==> config.mk <==
export PLATFORM = sky130hd
export DESIGN_NAME = lgd_mul
export DESIGN_NICKNAME = d
export VERILOG_FILES = /design/src/rtl/lgd_pkg.sv /design/src/rtl/lgd_mul.sv
export SDC_FILE = /design/constraint.sdc
export NUM_CORES = 2
export LEC_CHECK = 0
export ABC_AREA = 1
export BUFFER_PORTS_ARGS = -buffer_cell sky130_fd_sc_hd__buf_2
export CAP_MARGIN = 10
export CORE_MARGIN = 2
export CORE_UTILIZATION = 52
export CTS_CLUSTER_DIAMETER = 60
export CTS_CLUSTER_SIZE = 30
export DETAILED_ROUTE_END_ITERATION = 10
export PLACE_DENSITY = 0.77
export SETUP_SLACK_MARGIN = 0.02
export SYNTH_ARGS = -nofsm -noshare
export SYNTH_HDL_FRONTEND = slang
export SYNTH_SLANG_ARGS = --single-unit
export TNS_END_PERCENT = 20
==> constraint.sdc <==
create_clock -name i_clk -period 18.82 [get_ports i_clk]
set_clock_uncertainty 0.2 [all_clocks]
set_input_delay 0.941 -clock i_clk [delete_from_list [all_inputs] [get_ports i_clk]]
set_output_delay 0.941 -clock i_clk [all_outputs]
set_load 0.02 [all_outputs]
==> src/rtl/lgd_pkg.sv <==
package lgd_pkg;

    localparam int NF   = 5;
    localparam int IW   = (NF > 1) ? $clog2(NF) : 1;
    localparam int XW   = 16;
    localparam int WW   = 32;
    localparam int EW   = 28;
    localparam int AW   = 33;
    localparam int BW   = 29;
    localparam int PW   = AW + BW;
    localparam int GW   = 64;
    localparam int DW   = 16;
    localparam int CHW  = 24;
    localparam int ACCW = 88;
    localparam int PRW  = 52;
    localparam int CIW  = 8;

    // configuration register indexes
    localparam logic [CIW-1:0] CFG_LEARNING_RATE  = 8'd0;
    localparam logic [CIW-1:0] CFG_LOSS_THRESHOLD = 8'd1;
    localparam logic [CIW-1:0] CFG_SAMPLE_COUNT   = 8'd2;
    localparam logic [CIW-1:0] CFG_MAX_EPOCHS     = 8'd3;

    localparam logic [23:0] RST_LEARNING_RATE  = 24'd167772;
    localparam logic [31:0] RST_LOSS_THRESHOLD = 32'd167772;
    localparam logic [15:0] RST_SAMPLE_COUNT   = 16'd1000;
    localparam logic [15:0] RST_MAX_EPOCHS     = 16'd10000;

    // what a multiplier product is used for
    typedef enum logic [1:0] {
        K_DOT  = 2'd0,
        K_SQ   = 2'd1,
        K_GRAD = 2'd2,
        K_STEP = 2'd3
    } t_kind;

    typedef struct packed {
        logic          vld;
        t_kind         kind;
        logic [IW-1:0] idx;
        logic [1:0]    chunk;
    } t_mtag;

endpackage

==> src/rtl/lgd_mul.sv <==
module lgd_mul import lgd_pkg::*; (
    input  logic                 i_clk,
    input  logic                 i_rst_n,
    input  t_mtag                i_tag,
    input  logic signed [AW-1:0] i_a,
    input  logic signed [BW-1:0] i_b,
    output t_mtag                o_tag,
    output logic signed [PW-1:0] o_prod
);

    t_mtag                r_tag;
    logic signed [PW-1:0] r_prod;

    // register the product with its tag
    always_ff @(posedge i_clk) begin
        if (!i_rst_n) begin
            r_tag <= '0;
        end else begin
            r_tag <= i_tag;
        end
        r_prod <= PW'(i_a) * PW'(i_b);
    end

    assign o_tag  = r_tag;
    assign o_prod = r_prod;

endmodule

==> impl.org <==
** Status
- Result of the run :: finished clean

** Logic synthesis
- Counting flops with a built-in enable in the synthesized netlist gives 0.
- Fraction of synthesized cell area taken by the top area cell type :: 0.521
- Counting flops and latches in the post-synthesis netlist gives 70.
- Sequential fraction of the synthesis area :: 0.0362
- Synthesized instance count :: 5018
- Synth unique cells :: 34
- Most used flip-flop cell after synthesis :: sky130_fd_sc_hd__dfxtp_1
- After synthesis, the mean cell area works out to 7.72 µm².
- After synthesis, the most frequently instantiated cells are sky130_fd_sc_hd__inv_1 (1743), sky130_fd_sc_hd__nand2_1 (1400), sky130_fd_sc_hd__fa_1 (1009).
- Counting every net in the synthesized netlist gives 6277.
- Top cells by area, synth :: sky130_fd_sc_hd__fa_1 (52%), sky130_fd_sc_hd__inv_1 (17%), sky130_fd_sc_hd__nand2_1 (14%)
- Synthesis Warnings :: 0
- Synth area leader :: sky130_fd_sc_hd__fa_1
- Most frequent cell after synthesis :: sky130_fd_sc_hd__inv_1
- For this run, asynchronously set or reset flops after synthesis account for 0.
- Synthesized cell area :: 38700 µm²

** Drt
- DRT iter0 DRCs :: 2234
- Antenna-violating nets left :: 0
- Dividing the detail-routed via count by the number of cells gives 5.13.
- Total Routed Length :: 106 mm
- After detailed routing, the average wire length per cell comes to 17.8 µm.
- Detailed-routing iteration count for the pre-antenna-repair pass :: 7
- DRC :: 0
- The final route contains 30.5k vias.

** Critical path
- Along the worst path, the maximum fanout reaches 33.
- Required time of the critical path :: 18.86 ns
- The worst setup path is captured at a flop.
- Startpoint type of the worst setup path :: input pin
- At the worst endpoint, the arrival time is 8.76 ns.
- Critical Setup Path Class :: input pin to flop

** Global routing
- Entering global routing, the biggest net connects 35 pins.
- For this run, global-route usage on met3 was measured as 0.0430.
- Congestion Overflow GR :: 0
- The initial antenna violation count is 6.
- Global-route wire length before repair :: 175 mm
- The via count of the first global-routing pass is 34.1k.
- For this run, the total global-route usage over all layers was measured as 0.292.
- M1 GR Usage :: 0.345
- In the global route stage, met2 resource usage came out at 0.516.
- Most utilized layer in the global route result :: met2

** Min path
- Worst Hold Endpoint :: o_tag[4]
- Number of stages on the worst hold path :: 3
- The tightest min-delay check is of the input pin to flop type.
- The worst hold path begins at i_tag[4].

** CTS
- Clock-pin slew was measured on the worst setup and hold paths at 0.07 ns.
- Clock tree synthesis found a total of 70 sinks.
- Number of buffers inserted for hold repair after clock tree synthesis :: 0
- TritonCTS built the clock tree.
- Cells resized by post-CTS repair :: 0
- In this run the deepest clock path goes through 2 buffers.
- Clock tree synthesis inserted a total of 9 buffers.
- The H-tree generated during clock tree synthesis spans 3 levels.
- The number of setup buffers added after CTS is 0.
- Master cell of the clock root buffer :: sky130_fd_sc_hd__clkbuf_16

** STA
- Across all hold checks on the routed design, the worst slack comes to 0.571 ns.
- Setup repair after global routing left no endpoint under its margin.
- Number of hold violations in the final report :: 0
- The number of max-slew violations in the final report came to 0.
- Post-route setup TNS :: 0 ns
- Worst Tran Pin Value :: 1.19 ns
- Dividing the final minimum period by the clock period gives 0.463.
- Timing would allow up to 0.115 GHz.
- Setup violations remaining at the end of the flow were counted as 0.
- The worst pin sits at a relative slew slack of 0.203.
- The smallest clock period supported by the final layout is computed as 8.72 ns.

** Floorplan
- Count of pins on the block boundary :: 142
- Area of the die :: 76700 µm²
- Effective utilization at floorplan :: 0.523
- Area of the core :: 74100 µm²
- The floorplan step set the die height to 277 µm.
- Measured along the x axis, the die boundary spans 277 µm.
- Count of standard-cell rows :: 100

** Run
- Across the run, the number of max-cap violations was 0.

** Finish
- In the final layout, the share of cells above drive strength 1 is 0.0493.
- Number of fill cells in the layout :: 6802
- Layout Cell Area excl Fill :: 40300 µm²
- At the end of the flow, the number of nets in the layout was 6224.
- For this run, the number of standard cells in the final layout without fillers is 5944.
- From synthesis to final layout, the design area changed by 3.93%.

** Placement
- At the end of routability-driven placement, the weighted congestion stood at 0.972.
- After legalization and detailed placement, the total HPWL measured 86.3 mm.
- Post-detailed-placement cell area :: 39900 µm²
- Total of buffers placed on input and output ports :: 141
- Number of placed cells counting well taps :: 5923
-- cell families (layout without fill, tap and decap cells) --
logic type / after synthesis / count (layout) / share of synthesized area
AO/OA/AOI/OAI: 101 / 101 / 0.0145
XOR/XNOR: 38 / 38 / 0.00859
adder cells (fa/ha/maj): 1187 / 1187 / 0.579
buffers and inverters: 1965 / 1917 / 0.190
flip-flops: 70 / 70 / 0.0362
other: 0 / 5 / 0
AND/OR/NAND/NOR: 1657 / 1657 / 0.171
-- worst max-delay path: stages --
cell                      delay (ns)
sky130_fd_sc_hd__buf_2          0.55
sky130_fd_sc_hd__nand2_1        0.21
sky130_fd_sc_hd__inv_1          0.13
sky130_fd_sc_hd__fa_1           0.42
sky130_fd_sc_hd__inv_1          0.23
sky130_fd_sc_hd__fa_1           0.54
sky130_fd_sc_hd__inv_1          0.18
sky130_fd_sc_hd__fa_1           0.48
sky130_fd_sc_hd__fa_1           0.93
sky130_fd_sc_hd__inv_1          0.41
sky130_fd_sc_hd__fa_1           0.58
sky130_fd_sc_hd__inv_1          0.05
sky130_fd_sc_hd__fa_1           0.54
sky130_fd_sc_hd__inv_1          0.05
sky130_fd_sc_hd__fa_1           0.47
sky130_fd_sc_hd__fa_1           0.53
sky130_fd_sc_hd__inv_1          0.05
sky130_fd_sc_hd__ha_1           0.40
sky130_fd_sc_hd__nand2_1        0.14
sky130_fd_sc_hd__nor2_1         0.13
sky130_fd_sc_hd__inv_1          0.10
sky130_fd_sc_hd__nor3_2         0.21
sky130_fd_sc_hd__nand2_1        0.11
sky130_fd_sc_hd__nor3_1         0.14
sky130_fd_sc_hd__nand2_1        0.10
sky130_fd_sc_hd__nand4_1        0.07
sky130_fd_sc_hd__nand2_1        0.05
-- state kept, by name, indices dropped and copies added, names as in the netlist --
register,cells
o_tag,8
o_prod,62
-- worst max-delay path by stage --
stage / startpoint / end / slack [ns] / depth (start not counted)
2_1_floorplan: i_a[32] / o_prod[61] / 10.83 / 26
3_3_place_gp: i_b[3] / o_prod[55] / 10.0 / 27
3_5_place_dp: i_b[3] / o_prod[55] / 9.75 / 27
4_1_cts: i_b[3] / o_prod[55] / 10.12 / 27
5_1_grt: i_b[3] / o_prod[60] / 9.63 / 25
6_report: i_b[3] / o_prod[55] / 10.10 / 27
-- per-stage QoR --
stage | utilization | setup WS [ns]
after global placement | 0.539 | 10.0
after global routing | 0.543 | 9.63
after detailed placement | 0.539 | 9.75
after floorplan | - | 10.83
after CTS | 0.543 | 10.12
final | 0.543 | 10.10
-- layout make-up --
cell class / instances / area [µm²] / area share
diodes: 5 / 12.5 / 0.000311
well taps: 969 / 1210 / 0.0301
repair buffers: 151 / 781 / 0.0194
inverters: 1750 / 6570 / 0.163
multi-input cells: 2983 / 30000 / 0.744
clock inverters: 6 / 93.8 / 0.00233
flip-flops and latches: 70 / 1400 / 0.0348
clock buffers: 10 / 229 / 0.00569
-- metal layers --
layer,wire [µm],vias up
met5,10,-
met4,6690,2
met3,8620,456
met2,53000,1460
met1,37700,15100
li1,-,13400
-- cell usage in the layout (no fill, tap or decap), drive strengths merged, types with 5 or more instances in the layout --
master	count
diode	5
xor2	30
nor3	14
dfxtp	70
a21oi	63
inv	1751
buf	151
or2	7
nand2	1415
nand3	73
nand4	18
o21bai	12
clkbuf	10
xnor2	8
ha	178
fa	1009
o21ai	21
nor2	119
Power is left out: the tool's default activity adds up to more than one toggle a clock period on the data nets, which glitch-free logic cannot reach.
