<file path="src/rtl/lgd_pkg.sv">
package lgd_pkg;

    localparam int NF   = 5;
    localparam int IW   = (NF > 1) ? $clog2(NF) : 1;
    localparam int XW   = 16;
    localparam int WW   = 32;
    localparam int EW   = 28;
    localparam int AW   = 33;
    localparam int BW   = 29;
    localparam int PW   = AW + BW;
    localparam int GW   = 64;
    localparam int DW   = 16;
    localparam int CHW  = 24;
    localparam int ACCW = 88;
    localparam int PRW  = 52;
    localparam int CIW  = 8;

    // configuration register indexes
    localparam logic [CIW-1:0] CFG_LEARNING_RATE  = 8'd0;
    localparam logic [CIW-1:0] CFG_LOSS_THRESHOLD = 8'd1;
    localparam logic [CIW-1:0] CFG_SAMPLE_COUNT   = 8'd2;
    localparam logic [CIW-1:0] CFG_MAX_EPOCHS     = 8'd3;

    localparam logic [23:0] RST_LEARNING_RATE  = 24'd167772;
    localparam logic [31:0] RST_LOSS_THRESHOLD = 32'd167772;
    localparam logic [15:0] RST_SAMPLE_COUNT   = 16'd1000;
    localparam logic [15:0] RST_MAX_EPOCHS     = 16'd10000;

    // what a multiplier product is used for
    typedef enum logic [1:0] {
        K_DOT  = 2'd0,
        K_SQ   = 2'd1,
        K_GRAD = 2'd2,
        K_STEP = 2'd3
    } t_kind;

    typedef struct packed {
        logic          vld;
        t_kind         kind;
        logic [IW-1:0] idx;
        logic [1:0]    chunk;
    } t_mtag;

endpackage

</file>
<file path="src/rtl/lgd_div.sv">
module lgd_div import lgd_pkg::*; (
    input  logic          i_clk,
    input  logic          i_rst_n,
    input  logic          i_start,
    input  logic [GW-1:0] i_num,
    input  logic [DW-1:0] i_den,
    output logic          o_done,
    output logic [GW-1:0] o_quo
);

    logic          r_busy;
    logic          r_done;
    logic [5:0]    r_cnt;
    logic [DW-1:0] r_rem;
    logic [DW-1:0] r_den;
    logic [GW-1:0] r_quo;
    logic [DW:0]   rem_sh;
    logic          ge;
    logic [DW:0]   rem_nx;

    // one restoring step per cycle
    always_comb begin
        rem_sh = {r_rem, r_quo[GW-1]};
        ge     = rem_sh >= {1'b0, r_den};
        rem_nx = ge ? (rem_sh - {1'b0, r_den}) : rem_sh;
    end

    always_ff @(posedge i_clk) begin
        if (!i_rst_n) begin
            r_busy <= 1'b0;
            r_done <= 1'b0;
            r_cnt  <= '0;
        end else begin
            r_done <= 1'b0;
            if (i_start) begin
                r_busy <= 1'b1;
                r_cnt  <= '0;
            end else if (r_busy) begin
                r_cnt <= r_cnt + 6'd1;
                if (r_cnt == 6'd63) begin
                    r_busy <= 1'b0;
                    r_done <= 1'b1;
                end
            end
        end
        if (i_start) begin
            r_quo <= i_num;
            r_rem <= '0;
            r_den <= i_den;
        end else if (r_busy) begin
            r_quo <= {r_quo[GW-2:0], ge};
            r_rem <= rem_nx[DW-1:0];
        end
    end

    assign o_done = r_done;
    assign o_quo  = r_quo;

endmodule

</file>
<file path="config.mk">
export PLATFORM = sky130hd
export DESIGN_NAME = lgd_div
export DESIGN_NICKNAME = d
export VERILOG_FILES = /design/src/rtl/lgd_pkg.sv /design/src/rtl/lgd_div.sv
export SDC_FILE = /design/constraint.sdc
export NUM_CORES = 1
export LEC_CHECK = 0
export CAP_MARGIN = 20
export CORE_AREA = 10 10 142 144
export CTS_CLUSTER_SIZE = 24
export DETAILED_ROUTE_END_ITERATION = 8
export DIE_AREA = 0 0 152 154
export DONT_BUFFER_PORTS = 1
export SETUP_SLACK_MARGIN = 0.5
export SLEW_MARGIN = 20
export SYNTH_ARGS = -nofsm -noshare
export SYNTH_HDL_FRONTEND = slang
export SYNTH_SLANG_ARGS = --single-unit
</file>
<file path="constraint.sdc">
create_clock -name i_clk -period 5.3 [get_ports i_clk]
set_input_delay 0 -clock i_clk [delete_from_list [all_inputs] [get_ports i_clk]]
set_output_delay 0 -clock i_clk [all_outputs]
set_load 0.01 [all_outputs]
</file>
==> results.py, run 1 <==
metrics = {
    "sta": {
        "max_slew_margin": 0.312,
        "max_freq_mhz": 340,
        "layout_min_cycle_time_ns": 2.94,
        "rsz0062_at_grt": "false",
        "hold_viol_final": 0,
        "period_share": 0.555,
        "fin_skew_ns": 0.00651,
        "hold_ws_ns": 0.0648,
        "setup_violations": 0,
        "maxSlewViolCount": 0,
        "tns_ns": 0,
        "setup_ws_ns": 2.36,
        "worst_pin_slew_ns": 1.02,
    },
    "setup_path": {
        "crit_path_top_delay_cell": "a41oi_1",
        "endpoint_kind": "register",
        "r2r_start": "o_quo[63]",
        "r2r_slack_ns": 2.36,
        "worstPathArrival_ns": 3.21,
        "start_kind": "register",
        "startpoint": "o_quo[63]",
        "cp_cell_sequence": "inv_1 > ha_1 > nand2b_1 > a211oi_4 > o311ai_1 > a41oi_1 > o21ai_0 > a311oi_1",
        "cp.depth": 8,
        "worstReg2RegEnd": "r_rem[9]",
        "crit_buf_inv": 1,
        "critPathMaxStageDelay_ns": 0.85,
        "cp.required_ns": 5.57,
        "criticalPathCategory": "register to register",
        "worst-r2r-cell-count": 8,
        "worstPathMaxFanout": 12,
        "crit_family": "compound AO/OA/AOI/OAI gates",
    },
    "die": {
        "rows": 48,
        "start_util": 0.299,
        "die_h_um": 154,
        "dieWidth_um": 152,
        "die-area_mm2": 0.0234,
        "core_mm2": 0.0172,
        "ioPinCount": 148,
    },
    "global_route": {
        "grt_pass1_wl_um": 20900,
        "busiest_layer": "met2",
        "grt_max_degree": 95,
        "track_usage": 0.109,
        "grtUsageMet1": 0.120,
        "antenna_found_initial": 2,
        "met2_usage": 0.186,
        "grt-ovfl-total": 0,
        "met3_usage": 0.0402,
        "grt_pass1_vias": 3776,
    },
    "cts": {
        "cts-root-buf": "clkbuf_16",
        "clock_latency_ns": 0.36,
        "clk_pin_slew_ns": 0.07,
        "cts_inserted_buffers": 9,
        "ctsHtreeMaxLevel": 3,
        "post_cts_resized": 0,
        "clock_path_buffers": 2,
        "cts_tree": "done",
        "cts.sinks": 104,
    },
    "placement": {
        "preCtsSetupSlack_ns": 2.37,
        "hpwl_um": 8970,
        "gp_congestion": 0.873,
        "post_dp_cell_area_mm2": 0.00534,
        "portBuffers": 0,
    },
    "final_layout": {
        "seqCellArea_mm2": 0.00288,
        "final_area_mm2": 0.00651,
        "drive_gt1_frac": 0.175,
        "nets": 592,
        "multi_input_area_mm2": 0.00207,
        "fillers": 1664,
        "area_growth_pct": 26.8,
    },
    "detailed_routing": {
        "drt_iter0_drc": 221,
        "vias": 3554,
        "via_per_inst": 4.92,
        "wirelength_um": 13100,
        "drcViolationCount": 0,
        "firstDrtPassIters": 4,
        "avgRoutedWirePerCell_um": 18.1,
        "ant_nets": 0,
    },
    "power_and_ir_drop": {
        "ir_worst_vdd_mv": 0.164,
        "p_per_area_mw_per_mm2": 323,
        "p_total_uw": 2100,
        "leakage_uw": 0.00240,
    },
    "logic_synthesis": {
        "avgSynthCellArea_um2": 12.3,
        "synthTopCellsByCount": "80 x edfxtp_1, 64 x mux2_2, 34 x nand2_1",
        "post-synth-top-area-cell": "edfxtp_1",
        "ys_ff_latch": 104,
        "postSynthCellCount": 417,
        "synth-main-ff-cell": "edfxtp_1",
        "synth_edf_count": 80,
        "yosys.cell_types.count": 55,
        "synth_seq_area_share": 0.562,
        "synth.most_common_cell": "edfxtp_1",
        "syn_area_mm2": 0.00513,
        "synth_top_area_frac": 0.468,
        "synth-async-reset-ratio": 0,
        "synth_nets": 518,
        "synth.area.top_cells": "edfxtp_1 47%, mux2_2 14%, dfxtp_1 9.4%, ha_1 4.1%, nand2_1 2.5%",
        "synth_warnings": 0,
    },
    "hold_path": {
        "hp-start": "i_start",
        "whs_endpoint": "r_rem[1]",
        "hp-class": "primary input to register",
        "hold-path-cell-count": 3,
    },
    "job": {
        "drv_cap": 0,
    },
    "status": {
        "status": "finished clean",
    },
}
==> cells by family after synthesis <==
logic type	after synthesis	share of synthesized area
adders and majority gates	18	0.0454
buffers and inverters	44	0.0354
DFF	104	0.562
xor gates and xnor gates	13	0.0222
muxes	66	0.144
and+or+nand+nor	94	0.0829
AOI/OAI and AO/OA	78	0.108
==> power by group <==
| part | internal, uW | total [uW] | switching [uW] |
|---|---|---|---|
| registers | 969 | 1050 | 80.0 |
| clock network | 421 | 739 | 318 |
| logic | 154 | 313 | 159 |
| total | 1540 | 2100 | 557 |
==> sequential cells by signal, indices dropped and copies added, names as in the netlist <==
signal,count
r_rem,16
r_busy,1
o_done,1
r_cnt,6
o_quo,64
r_den,16
==> per-stage QoR <==
step                      utilization  cells
after floorplan                     -    417
after global placement          0.311    623
after detailed placement        0.311    623
after CTS                       0.378    721
after global routing            0.379    723
final                           0.379    723
==> worst register-to-register path, cell delays in order (launching register included) <==
cell      delay, ns
edfxtp_1       0.47
inv_1          0.10
ha_1           0.23
nand2b_1       0.20
a211oi_4       0.31
o311ai_1       0.17
a41oi_1        0.85
o21ai_0        0.23
a311oi_1       0.30
==> cell type report <==
class	count	area share
flip-flops and latches	104	0.443
multi-input cells	269	0.318
repair buffers	84	0.131
well taps	225	0.0433
clock buffers	9	0.0346
clock inverters	7	0.0158
inverters	23	0.0133
diodes	2	0.000769
==> routing by layer <==
| layer | share of wire | wire length [um] |
|---|---|---|
| met4 | 0.027 | 348 |
| met3 | 0.074 | 965 |
| met5 | 0 | 0 |
| met2 | 0.52 | 6770 |
| met1 | 0.38 | 5020 |
==> placed cells by master, fill, tap and decap left out, types with 2 or more instances in the layout <==
cell type | netlist | routed
and2_1 | 3 | 3
o21a_1 | 2 | 2
xor2_1 | 4 | 4
inv_1 | 23 | 23
nand4_1 | 2 | 2
diode_2 | 0 | 2
mux2_2 | 64 | 64
clkbuf_16 | 0 | 9
nand2_2 | 1 | 2
o21ai_0 | 12 | 12
a311oi_1 | 7 | 7
edfxtp_1 | 80 | 80
a32oi_1 | 3 | 3
a21oi_1 | 19 | 19
ha_1 | 17 | 17
o31ai_1 | 4 | 4
o211ai_1 | 4 | 4
o2111ai_1 | 2 | 2
a31oi_1 | 4 | 4
nand2b_1 | 5 | 5
bufinv_16 | 0 | 2
mux2i_1 | 2 | 2
a41oi_1 | 2 | 2
dlygate4sd3_1 | 0 | 81
nand2_1 | 34 | 33
and3_1 | 8 | 8
xnor2_1 | 9 | 9
a211oi_1 | 2 | 2
dfxtp_1 | 24 | 24
nand3_1 | 4 | 4
or3_1 | 2 | 2
nor2_1 | 30 | 30
inv_8 | 0 | 2
a21o_1 | 2 | 2
o311ai_1 | 2 | 2
buf_4 | 1 | 2
==> repair_timing <==
action,4_1_cts,5_1_grt
setup endpoints to repair,0,0
hold buffers,82,0
endpoints found under the hold margin,115,0
buffers inserted,0,0
==> worst max path at each step <==
stage                     slack, ns         to
after global routing           2.02   r_rem[9]
after global placement         2.44  r_rem[15]
final                          2.36   r_rem[9]
after CTS                      2.35   r_rem[2]
after floorplan                2.76   o_quo[0]
after detailed placement       2.37   r_rem[2]
No activity file was read; power rests on OpenSTA's default activity.
==> inputs of run 2 (changes only) <==
==> constraint.sdc (replaced) <==
create_clock -name i_clk -period 2.7 [get_ports i_clk]
set_input_delay 0 -clock i_clk [delete_from_list [all_inputs] [get_ports i_clk]]
set_output_delay 0 -clock i_clk [all_outputs]
set_load 0.01 [all_outputs]
==> run 2 against run 1 <==
Against the previous run: the run now fails in clock tree synthesis; area after synthesis did not move; synthesized cell count is the same.
==> results.py, run 2 <==
metrics = {
    "status": {
        "status": "aborted with a tool error",
        "stop_stage": "clock tree synthesis",
        "toolErrorMsg": "[ERROR RSZ-0060] Max buffer count reached.",
    },
    "cts": {
        "ctsHtreeMaxLevel": 3,
        "cts_inserted_buffers": 9,
        "cts_setup_buffers": 5,
        "post_cts_resized": 14,
        "clock_path_buffers": 2,
        "cts-root-buf": "clkbuf_16",
        "ctsHoldBuffers": 131,
        "cts.sinks": 104,
    },
    "logic_synthesis": {
        "yosys.cell_types.count": 55,
        "post-synth-top-area-cell": "edfxtp_1",
        "synth_seq_area_share": 0.562,
        "syn_area_mm2": 0.00513,
        "synth-main-ff-cell": "edfxtp_1",
        "ys_ff_latch": 104,
        "synth_warnings": 0,
        "synth.most_common_cell": "edfxtp_1",
        "postSynthCellCount": 417,
        "synth-async-reset-ratio": 0,
        "synthTopCellsByCount": "80 x edfxtp_1, 64 x mux2_2, 34 x nand2_1",
        "synth.area.top_cells": "edfxtp_1 47%, mux2_2 14%, dfxtp_1 9.4%, ha_1 4.1%, nand2_1 2.5%",
        "avgSynthCellArea_um2": 12.3,
        "synth_edf_count": 80,
        "synth_nets": 518,
        "synth_top_area_frac": 0.468,
    },
    "die": {
        "dieWidth_um": 152,
        "die_h_um": 154,
        "start_util": 0.299,
        "rows": 48,
        "ioPinCount": 148,
    },
    "placement": {
        "portBuffers": 0,
        "hpwl_um": 8860,
        "gp_congestion": 0.816,
    },
}
run 2: cell counts after synthesis:
No cell type changed its count.
run 2: kinds of logic after synthesis:
family	share of synthesized area
adder cells (fa/ha/maj)	0.0454
AND/OR/NAND/NOR	0.0829
AO/OA/AOI/OAI	0.108
buffers and inverters	0.0354
flip-flops	0.562
XOR/XNOR	0.0222
multiplexers	0.144
run 2: per-stage QoR:
step            util  area [um^2]  worst slack [ns]  cells
2_1_floorplan      -         5140             0.527    417
3_5_place_dp   0.314         5390             0.351    628
3_3_place_gp   0.314         5390             0.448    628
==> inputs of run 3 (changes only) <==
--- a/config.mk
+++ b/config.mk
@@ -6,12 +6,11 @@
 export NUM_CORES = 1
 export LEC_CHECK = 0
 export CAP_MARGIN = 20
-export CORE_AREA = 10 10 142 144
-export CTS_CLUSTER_SIZE = 24
+export CORE_AREA = 10 10 172 174
 export DETAILED_ROUTE_END_ITERATION = 8
-export DIE_AREA = 0 0 152 154
+export DIE_AREA = 0 0 182 184
 export DONT_BUFFER_PORTS = 1
-export SETUP_SLACK_MARGIN = 0.5
+export PLACE_DENSITY_LB_ADDON = 0.15
 export SLEW_MARGIN = 20
 export SYNTH_ARGS = -nofsm -noshare
 export SYNTH_HDL_FRONTEND = slang
==> constraint.sdc (replaced) <==
create_clock -name i_clk -period 3.51 [get_ports i_clk]
set_input_delay 0 -clock i_clk [delete_from_list [all_inputs] [get_ports i_clk]]
set_output_delay 0 -clock i_clk [all_outputs]
set_load 0.01 [all_outputs]
==> run 3 against run 2 <==
Against the previous run: the flow now finishes without violations.
==> results.py, run 3 (synthesis results as in run 1) <==
metrics = {
    "power_and_ir_drop": {
        "combPwrFrac": 0.157,
        "p_sw_frac": 0.286,
        "seqPwrFrac": 0.517,
        "intPower_uw": 2190,
        "leakage_uw": 0.00239,
        "ir_worst_vdd_mv": 0.209,
        "pwr-share-clk": 0.326,
        "p_per_area_mw_per_mm2": 463,
        "p_sw_uw": 879,
    },
    "die": {
        "start_util": 0.198,
        "core_mm2": 0.0259,
        "die_h_um": 184,
        "die-area_mm2": 0.0335,
        "dieWidth_um": 182,
        "rows": 59,
        "ioPinCount": 148,
    },
    "global_route": {
        "grt-ovfl-total": 0,
        "track_usage": 0.0858,
        "grt_pass1_vias": 3891,
        "grt_max_degree": 95,
        "grt_pass1_wl_um": 22500,
        "antenna_found_initial": 0,
    },
    "setup_path": {
        "criticalPathCategory": "register to register",
        "endpoint_kind": "register",
        "cp.required_ns": 3.78,
        "worstPathMaxFanout": 4,
        "worstPathArrival_ns": 2.89,
        "start_kind": "register",
    },
    "detailed_routing": {
        "avgRoutedWirePerCell_um": 17.4,
        "wirelength_um": 14500,
        "via_per_inst": 4.27,
        "drcViolationCount": 0,
        "drt_iter0_drc": 164,
        "ant_nets": 0,
        "firstDrtPassIters": 6,
        "vias": 3558,
    },
    "sta": {
        "setup_violations": 0,
        "worst_pin_slew_ns": 0.498,
        "max_slew_margin": 0.664,
        "layout_min_cycle_time_ns": 2.62,
        "hold_viol_final": 0,
        "tns_ns": 0,
        "maxSlewViolCount": 0,
        "fin_skew_ns": 0.0147,
        "rsz0062_at_grt": "false",
        "setup_ws_ns": 0.890,
        "max_freq_mhz": 382,
        "period_share": 0.746,
    },
    "cts": {
        "cts.sinks": 104,
        "clk_pin_slew_ns": 0.08,
        "cts_tree": "done",
        "cts_inserted_buffers": 9,
        "cts-root-buf": "clkbuf_16",
        "clock_latency_ns": 0.36,
        "post_cts_resized": 0,
        "cts_setup_buffers": 0,
        "clock_path_buffers": 2,
        "ctsHtreeMaxLevel": 3,
        "ctsHoldBuffers": 82,
    },
    "placement": {
        "hpwl_um": 10100,
        "gp_congestion": 0.762,
        "portBuffers": 0,
        "preCtsSetupSlack_ns": 0.888,
    },
    "final_layout": {
        "layout_common_cells": "81 x dlygate4sd3_1, 80 x edfxtp_1, 64 x mux2_2, 33 x nand2_1, 30 x nor2_1",
        "diodes": 0,
        "final_core_util": 0.256,
        "largest_register_ffs": 64,
        "final_common_cell": "dlygate4sd3_1",
        "nets": 595,
        "drive_gt1_frac": 0.181,
        "area_growth_pct": 29.1,
    },
    "job": {
        "drv_cap": 0,
    },
    "hold_path": {
        "hp-class": "primary input to register",
    },
    "status": {
        "status": "finished clean",
    },
}
[run 3: cell type report]
type | count | area [um^2]
Timing Repair Buffer | 87 | 888
Clock inverter | 6 | 51.3
Clock buffer | 9 | 225
Inverter | 23 | 86.3
Sequential cell | 104 | 2880
Fill cell | 2686 | 19300
Multi-Input combinational cell | 269 | 2070
Tap cell | 335 | 419
[run 3: stage by stage]
step	hold slack [ns]	power (uW)	std cells	cell area, um^2
after detailed placement	0.0919	2010	736	5510
final	0.101	3070	833	6620
after global routing	0.117	3240	833	6620
after CTS	0.104	3130	833	6620
after floorplan	0.0989	1900	417	5130
after global placement	0.0940	2010	736	5510
[run 3: power groups by stage]
| stage | Clock, uW | Combinational, uW | Sequential, uW |
|---|---|---|---|
| floorplan | 0 | 323 | 1580 |
| global placement | 0 | 386 | 1630 |
| detailed placement | 0 | 388 | 1620 |
| CTS | 1050 | 488 | 1590 |
| global route | 1100 | 541 | 1610 |
| finish | 1000 | 482 | 1590 |
[run 3: worst max-delay path, cell delays in order, from the launching register on]
cell and delay (ns):
edfxtp_1 0.44, inv_1 0.08, ha_1 0.23, fa_1 0.38, nand2b_1 0.20, a21oi_1 0.33
a31oi_1 0.18, a2111oi_0 0.41, a311oi_1 0.09, o31ai_1 0.19
[run 3: final timing paths]
path	from	endpoint	slack, ns	depth (start not counted)
worst max-delay path	o_quo[63]	r_rem[12]	0.89	9
worst min-delay path	i_start	r_den[15]	0.10	1
worst max register to register	o_quo[63]	r_rem[12]	0.89	9
worst min register to register	r_rem[7]	r_rem[8]	0.48	2
[run 3: layer usage]
metal,GRT usage,part of all wire,up-vias
met3,0.0433,0.096,9
met4,0.0273,0.011,0
met1,0.0987,0.42,1722
li1,-,-,1713
met5,0,0,-
met2,0.136,0.47,114
==> inputs of run 4 (changes only) <==
==> constraint.sdc (replaced) <==
create_clock -name i_clk -period 2.5 [get_ports i_clk]
set_input_delay 0 -clock i_clk [delete_from_list [all_inputs] [get_ports i_clk]]
set_output_delay 0 -clock i_clk [all_outputs]
set_load 0.01 [all_outputs]
==> run 4 against run 3 <==
Against the previous run: sequential power rose by 40%; global-route usage rose by 0.069 points; utilization is 0.43 points higher; die area did not move; count of clock-buffer cells in the layout rose by 1; largest cell class unchanged; largest power group unchanged.
==> results.py, run 4 (synthesis results as in run 1) <==
metrics = {
    "sta": {
        "setup_violations": 0,
        "layout_min_cycle_time_ns": 2.33,
        "rsz0062_at_grt": "true",
        "period_share": 0.932,
        "fin_skew_ns": 0.0111,
        "hold_ws_ns": 0.0782,
        "hold_viol_final": 0,
        "maxSlewViolCount": 0,
        "max_slew_margin": 0.651,
        "max_freq_mhz": 429,
        "worst_pin_slew_ns": 0.524,
    },
    "placement": {
        "hpwl_um": 9970,
        "post_dp_cell_area_mm2": 0.00557,
        "gp_congestion": 0.770,
        "portBuffers": 0,
    },
    "detailed_routing": {
        "wirelength_um": 14400,
        "drt_iter0_drc": 143,
        "drcViolationCount": 0,
        "vias": 3600,
        "avgRoutedWirePerCell_um": 17.1,
        "ant_nets": 0,
        "via_per_inst": 4.27,
        "firstDrtPassIters": 4,
    },
    "final_layout": {
        "layout_common_cells": "81 x dlygate4sd3_1, 80 x edfxtp_1, 64 x mux2_2, 33 x nand2_1, 30 x nor2_1",
        "final_common_cell": "dlygate4sd3_1",
        "final_area_mm2": 0.00674,
        "fillers": 2682,
        "final_core_util": 0.260,
        "area_growth_pct": 31.3,
        "largest_register_ffs": 64,
        "nets": 603,
        "drive_gt1_frac": 0.209,
    },
    "global_route": {
        "grt_pass1_vias": 3937,
        "antenna_found_initial": 2,
        "grt_max_degree": 95,
        "grt-ovfl-total": 0,
        "grt_pass1_wl_um": 23000,
        "track_usage": 0.0865,
    },
    "die": {
        "ioPinCount": 148,
        "core_mm2": 0.0259,
        "start_util": 0.198,
        "die-area_mm2": 0.0335,
        "rows": 59,
        "dieWidth_um": 182,
        "die_h_um": 184,
    },
    "job": {
        "drv_cap": 0,
    },
    "cts": {
        "clk_pin_slew_ns": 0.08,
        "cts_setup_buffers": 0,
        "cts_tree": "done",
        "clock_latency_ns": 0.36,
        "cts-root-buf": "clkbuf_16",
        "cts.sinks": 104,
        "ctsHtreeMaxLevel": 3,
        "clock_path_buffers": 2,
        "cts_inserted_buffers": 9,
    },
    "setup_path": {
        "criticalPathCategory": "register to register",
        "crit_path_top_delay_cell": "edfxtp_1",
        "worstPathMaxFanout": 3,
        "crit_family": "compound AO/OA/AOI/OAI gates",
        "critPathMaxStageDelay_ns": 0.40,
        "cp_cell_sequence": "inv_1 > ha_1 > fa_1 > nand2b_1 > a21oi_2 > buf_4 > o31a_1 > o32a_1 > xnor2_1 > o31ai_1",
        "worstPathArrival_ns": 2.60,
        "r2r_slack_ns": 0.17,
        "start_kind": "register",
        "cp.required_ns": 2.77,
        "crit_buf_inv": 2,
        "endpoint_kind": "register",
    },
    "hold_path": {
        "hp-class": "primary input to register",
    },
    "status": {
        "status": "finished clean",
    },
    "power_and_ir_drop": {
        "ir_worst_vdd_mv": 0.318,
        "p_per_area_mw_per_mm2": 649,
        "leakage_uw": 0.00244,
    },
}
run 4: final cells by class:
class	count	area [um^2]	area share
clock buffers	10	229	0.0340
repair buffers	95	948	0.141
multi-input cells	269	2110	0.313
flip-flops and latches	104	2880	0.428
inverters	23	86.3	0.0128
clock inverters	6	57.6	0.00855
well taps	335	419	0.0622
diodes	1	2.50	0.000372
run 4: worst register-to-register path: cells and delay by family (launching register included):
family	cells	cell delay, ns
and+or+nand+nor	1	0.17
adders and majority gates	2	0.37
buffers and inverters	2	0.23
xor gates and xnor gates	1	0.13
AOI/OAI and AO/OA	4	0.96
DFF	1	0.40
run 4: timing repair:
action                                 in CTS  in global routing
endpoints found under the hold margin     115                  0
resized for setup                           0                  9
setup endpoints to repair                   0                 16
hold buffers                               82                  0
run 4: where the power goes:
| group | switching, uW | internal, uW | total (uW) |
|---|---|---|---|
| sequential | 171 | 2050 | 2220 |
| combinational | 357 | 353 | 710 |
| clock | 734 | 704 | 1440 |
| total | 1260 | 3110 | 4370 |
run 4: metal layers:
layer / share of wire / wire (um) / vias to the layer above / GRT usage
met1: 0.43 / 6170 / 1748 / 0.102
met4: 0.011 / 155 / 2 / 0.0244
met3: 0.092 / 1330 / 11 / 0.0423
met2: 0.47 / 6790 / 117 / 0.137
li1: - / - / 1722 / -
met5: 0.00048 / 7 / - / 0
run 4: worst paths after layout:
path | from | to | cells past startpoint
hold reg to reg | r_rem[7] | r_rem[8] | 2
hold / removal | i_start | r_den[15] | 1
setup / recovery | o_quo[63] | r_rem[14] | 10
setup reg to reg | o_quo[63] | r_rem[14] | 10
run 4: through the flow:
step	std cells	total power (uW)	worst slack, ns	TNS, ns
2_1_floorplan	417	2660	0.266	0
3_3_place_gp	744	2840	0.148	0
3_5_place_dp	744	2830	0.0612	0
4_1_cts	842	4460	0.0486	0
5_1_grt	843	4630	-0.00861	-0.00861
6_report	843	4370	0.169	0
